[src/design/npcs_pkg.sv]
// Shared types and constants for the nearest palette colour search block.
`timescale 1ns / 1ps

package npcs_pkg;

   // Field widths fixed by the item format
   localparam int CHAN_W  = 8;
   localparam int INDEX_W = 8;
   localparam int DIST_W  = 18;
   localparam int COLOUR_W = 3 * CHAN_W;

   // Largest palette the index field can address
   localparam int STORE_DEPTH_MAX = 256;
   localparam int PALETTE_ENTRIES_DEFAULT = 256;

   // Item command codes
   localparam logic CMD_WRITE = 1'b0;
   localparam logic CMD_QUERY = 1'b1;

   // Starting best distance: above any reachable distance (max 3*255*255)
   localparam logic [DIST_W-1:0] NO_DISTANCE_YET = {DIST_W{1'b1}};
   localparam logic [DIST_W-1:0] MAX_DISTANCE = DIST_W'(195075);

   typedef struct packed {
      logic [CHAN_W-1:0] red;
      logic [CHAN_W-1:0] green;
      logic [CHAN_W-1:0] blue;
   } colour_type;

   // Tag that travels down the distance pipeline with each palette entry
   typedef struct packed {
      logic               valid;
      logic [INDEX_W-1:0] index;
   } scan_tag_type;

endpackage

[src/design/npcs_dist.sv]
// Squared RGB distance stage: registered channel squares, summed on the way out.
`timescale 1ns / 1ps

module npcs_dist (
   input  logic                          clock,
   input  logic                          reset,
   input  npcs_pkg::scan_tag_type        in_tag,
   input  npcs_pkg::colour_type          pixel,
   input  npcs_pkg::colour_type          entry,
   output npcs_pkg::scan_tag_type        out_tag,
   output logic [npcs_pkg::DIST_W-1:0]   out_dist
);

   localparam int SQ_W = 2 * npcs_pkg::CHAN_W;

   function automatic logic [SQ_W-1:0] gap_squared(
      input logic [npcs_pkg::CHAN_W-1:0] a,
      input logic [npcs_pkg::CHAN_W-1:0] b
   );
      logic [npcs_pkg::CHAN_W-1:0] gap;
      gap = (a >= b) ? (a - b) : (b - a);
      return SQ_W'(gap) * SQ_W'(gap);
   endfunction

   npcs_pkg::scan_tag_type tag_ff, tag_in;
   logic [SQ_W-1:0] sq_r_ff, sq_g_ff, sq_b_ff;
   logic [SQ_W-1:0] sq_r_in, sq_g_in, sq_b_in;

   // Square each channel gap
   always_comb begin
      tag_in  = in_tag;
      sq_r_in = gap_squared(pixel.red,   entry.red);
      sq_g_in = gap_squared(pixel.green, entry.green);
      sq_b_in = gap_squared(pixel.blue,  entry.blue);
   end

   // Hold the tag valid under reset, squares need none
   always_ff @(posedge clock) begin
      if (reset) begin
         tag_ff.valid <= 1'b0;
      end else begin
         tag_ff.valid <= tag_in.valid;
      end
      tag_ff.index <= tag_in.index;
      sq_r_ff      <= sq_r_in;
      sq_g_ff      <= sq_g_in;
      sq_b_ff      <= sq_b_in;
   end

   assign out_tag  = tag_ff;
   assign out_dist = npcs_pkg::DIST_W'(sq_r_ff) + npcs_pkg::DIST_W'(sq_g_ff)
                   + npcs_pkg::DIST_W'(sq_b_ff);

endmodule

[config.mk]
export PLATFORM = sky130hd
export DESIGN_NAME = npcs_dist
export DESIGN_NICKNAME = d
export VERILOG_FILES = /design/src/design/npcs_pkg.sv /design/src/design/npcs_dist.sv
export SDC_FILE = /design/constraint.sdc
export NUM_CORES = 1
export LEC_CHECK = 0
export BUFFER_PORTS_ARGS = -buffer_cell sky130_fd_sc_hd__buf_4
export CAP_MARGIN = 0
export CORE_ASPECT_RATIO = 0.7
export CORE_UTILIZATION = 30
export DETAILED_ROUTE_END_ITERATION = 12
export PLACE_DENSITY = 0.49
export RECOVER_POWER = 50
export SETUP_SLACK_MARGIN = 0.2
export SLEW_MARGIN = 10
export SYNTH_ARGS = -nofsm -noshare
export SYNTH_HDL_FRONTEND = slang
export SYNTH_SLANG_ARGS = --single-unit
export TNS_END_PERCENT = 30
[constraint.sdc]
create_clock -name clock -period 15.6 [get_ports clock]
set_input_delay 1.56 -clock clock [delete_from_list [all_inputs] [get_ports clock]]
set_output_delay 1.56 -clock clock [all_outputs]
set_load 0.02 [all_outputs]
==> results_dict.tcl <==
set metrics [dict create \
    synthTopCellsByCount "215 x inv_1, 149 x ha_1, 106 x nor2_1" \
    synthArstFlopShare 0 \
    ys_top_cells_by_area "fa_1 21%, ha_1 20%, dfxtp_1 12%, inv_1 8.9%, nor2_1 4.4%" \
    drc 0 \
    yosysUniqueCellTypes 71 \
    grt_pass1_vias 6900 \
    violations "capacitance limit" \
    status "finished, violations left" \
    cp.arrival_ps 8600 \
    fin_ws_ps 7179 \
    min_from "in_tag[0]" \
    path_depth 25 \
    hpwl_mm 16.69 \
    rsz0062_at_grt "no" \
    finalSetupViolCount 0 \
    die_height_um 147.8 \
    grt_pass1_wl_mm 33.34 \
    avgSynthCellArea_um2 8.750 \
    final_nets 1424 \
    dr.pass1.iters 5 \
    setup_tns_ps 0 \
    critical_path.top_delay_family "compound AO/OA/AOI/OAI gates" \
    cp_data_required_time_ps 15780 \
    cp-startpoint "pixel[8]" \
    max_stage_delay_ps 1220 \
    viasPerCell 4.462 \
    cts_tree "yes" \
    clk_pin_slew_ps 70 \
    relSlewSlack 0.009891 \
    numPortBuffers 85 \
    whs_path_depth 1 \
    ys_ff_latch 54 \
    critPathCaptureType "register" \
    synthCells 1041 \
    finalWeightedCongestion 0.8379 \
    clockBufferDepth 2 \
    initial_core_util 0.3104 \
    grt_antenna_before_repair 0 \
    wire_per_inst_um 12.36 \
    area_growth_pct 11.72 \
    diodes 0 \
    design.portCount 86 \
    netlist_area_um2 9109 \
    synthFlopType "dfxtp_1" \
    drt_iter0_markers 343 \
    cts_resized 0 \
    dr_total_vias 6804 \
    synth_most_common_cell "inv_1" \
    pre_cts_ws_ps 7187 \
    grt.overflow.total 0 \
    cts.htree.levels 2 \
    slowest_stage "a211oi_1" \
    cts_sinks 54 \
    numCtsBuffers 5 \
    core_um2 29340 \
    crit_path_start_kind "input pin" \
    drive_above_1_share 0.09643 \
    placementRows 52 \
    grt_use_total 0.1296 \
    grt_max_degree 17 \
    postCtsSetupBuffers 0 \
    cts-root-buf "clkbuf_16" \
    min_path_type "in2reg" \
    max_freq_mhz 118.8 \
    synth_top_area_frac 0.2132 \
    die_w_um 210.3 \
    crit_fanout 11 \
    yosysWarnings 0 \
    critPathBufInv 5 \
    synth_largest_area_cell "fa_1" \
    synth_edf_count 0 \
    maxSlewViolCount 0 \
    dieArea_um2 31070 \
    worst_pin_slew_ps 1476 \
    routed_wl_mm 18.85 \
    maxCapViolCount 1 \
    ctsHoldBuffers 0 \
    path_class "in2reg" \
    antenna_left 0 \
    fin_crit_ps 8421 \
    timing_hold_violations_final 0 \
    ys_seq_area_frac 0.1187 \
    finalCritPeriodShare 0.5398 \
]
## routing by layer
metal	vias up	global-route usage	routed length [um]
met3	5	0.01572	670
met2	110	0.1881	7276
met4	0	0.008394	32
li1	3542	-	-
met5	-	0	0
met1	3147	0.2086	10870
## logic make-up (layout without fill, tap and decap cells)
logic type,Yosys count,count (layout),share of synthesized area
compound gates,183,183,0.1404
simple gates,232,232,0.1242
flops,54,54,0.1187
xor+xnor,69,69,0.07212
mux,24,24,0.02665
buf+inv,232,309,0.09972
other cells,1,3,0.0004117
fa+ha+maj,246,246,0.4179
## layout make-up
type                            instances  area (um^2)
Multi-Input combinational cell        757         7091
Timing Repair Buffer                   85        544.3
Sequential cell                        54         1081
Clock inverter                          2        13.76
Tap cell                              405        506.7
Clock buffer                            6        128.9
Inverter                              216        810.8
Fill cell                            3054        19170
## sequential cells by signal, indices dropped and copies added (netlist names)
name	flops
sq_r_ff	15
sq_b_ff	15
sq_g_ff	15
out_tag	9
## path summary, 6_finish.rpt
kind,to
setup / recovery,sq_g_ff[13]
hold / removal,out_tag[0]
## stage by stage
step / cells / util / hold slack, ps / area [um^2]
floorplan: 1043 / - / 1588 / 9116
global placement: 1517 / 0.3464 / 1664 / 10160
detailed placement: 1517 / 0.3464 / 1666 / 10160
CTS: 1525 / 0.3512 / 1359 / 10310
global route: 1525 / 0.3468 / 1373 / 10180
finish: 1525 / 0.3468 / 1387 / 10180
## layout by cell type, fill, tap and decap left out, types with 5 or more instances in the layout
cell       synthesis  final
inv_1            215    215
ha_1             149    149
nor2_1           106    106
fa_1              97     97
a21oi_1           56     56
dfxtp_1           54     54
buf_4              1     51
xnor2_1           44     44
o21ai_0           30     30
nand2_1           29     29
a21o_1            29     29
clkbuf_1           3     26
mux2i_1           22     22
xor2_1            18     18
nor3_1            17     17
or2_2             14     14
o21bai_1          12     12
nor2b_1           11     11
nand2b_1          11     11
clkbuf_4           0      9
nand3_1            6      6
nand4_1            5      5
o211ai_1           5      5
or4_1              5      5
a31oi_1            5      5
clkbuf_16          0      5
Power is left out: the tool's default activity adds up to more than one toggle a clock period on the data nets, which glitch-free logic cannot reach.
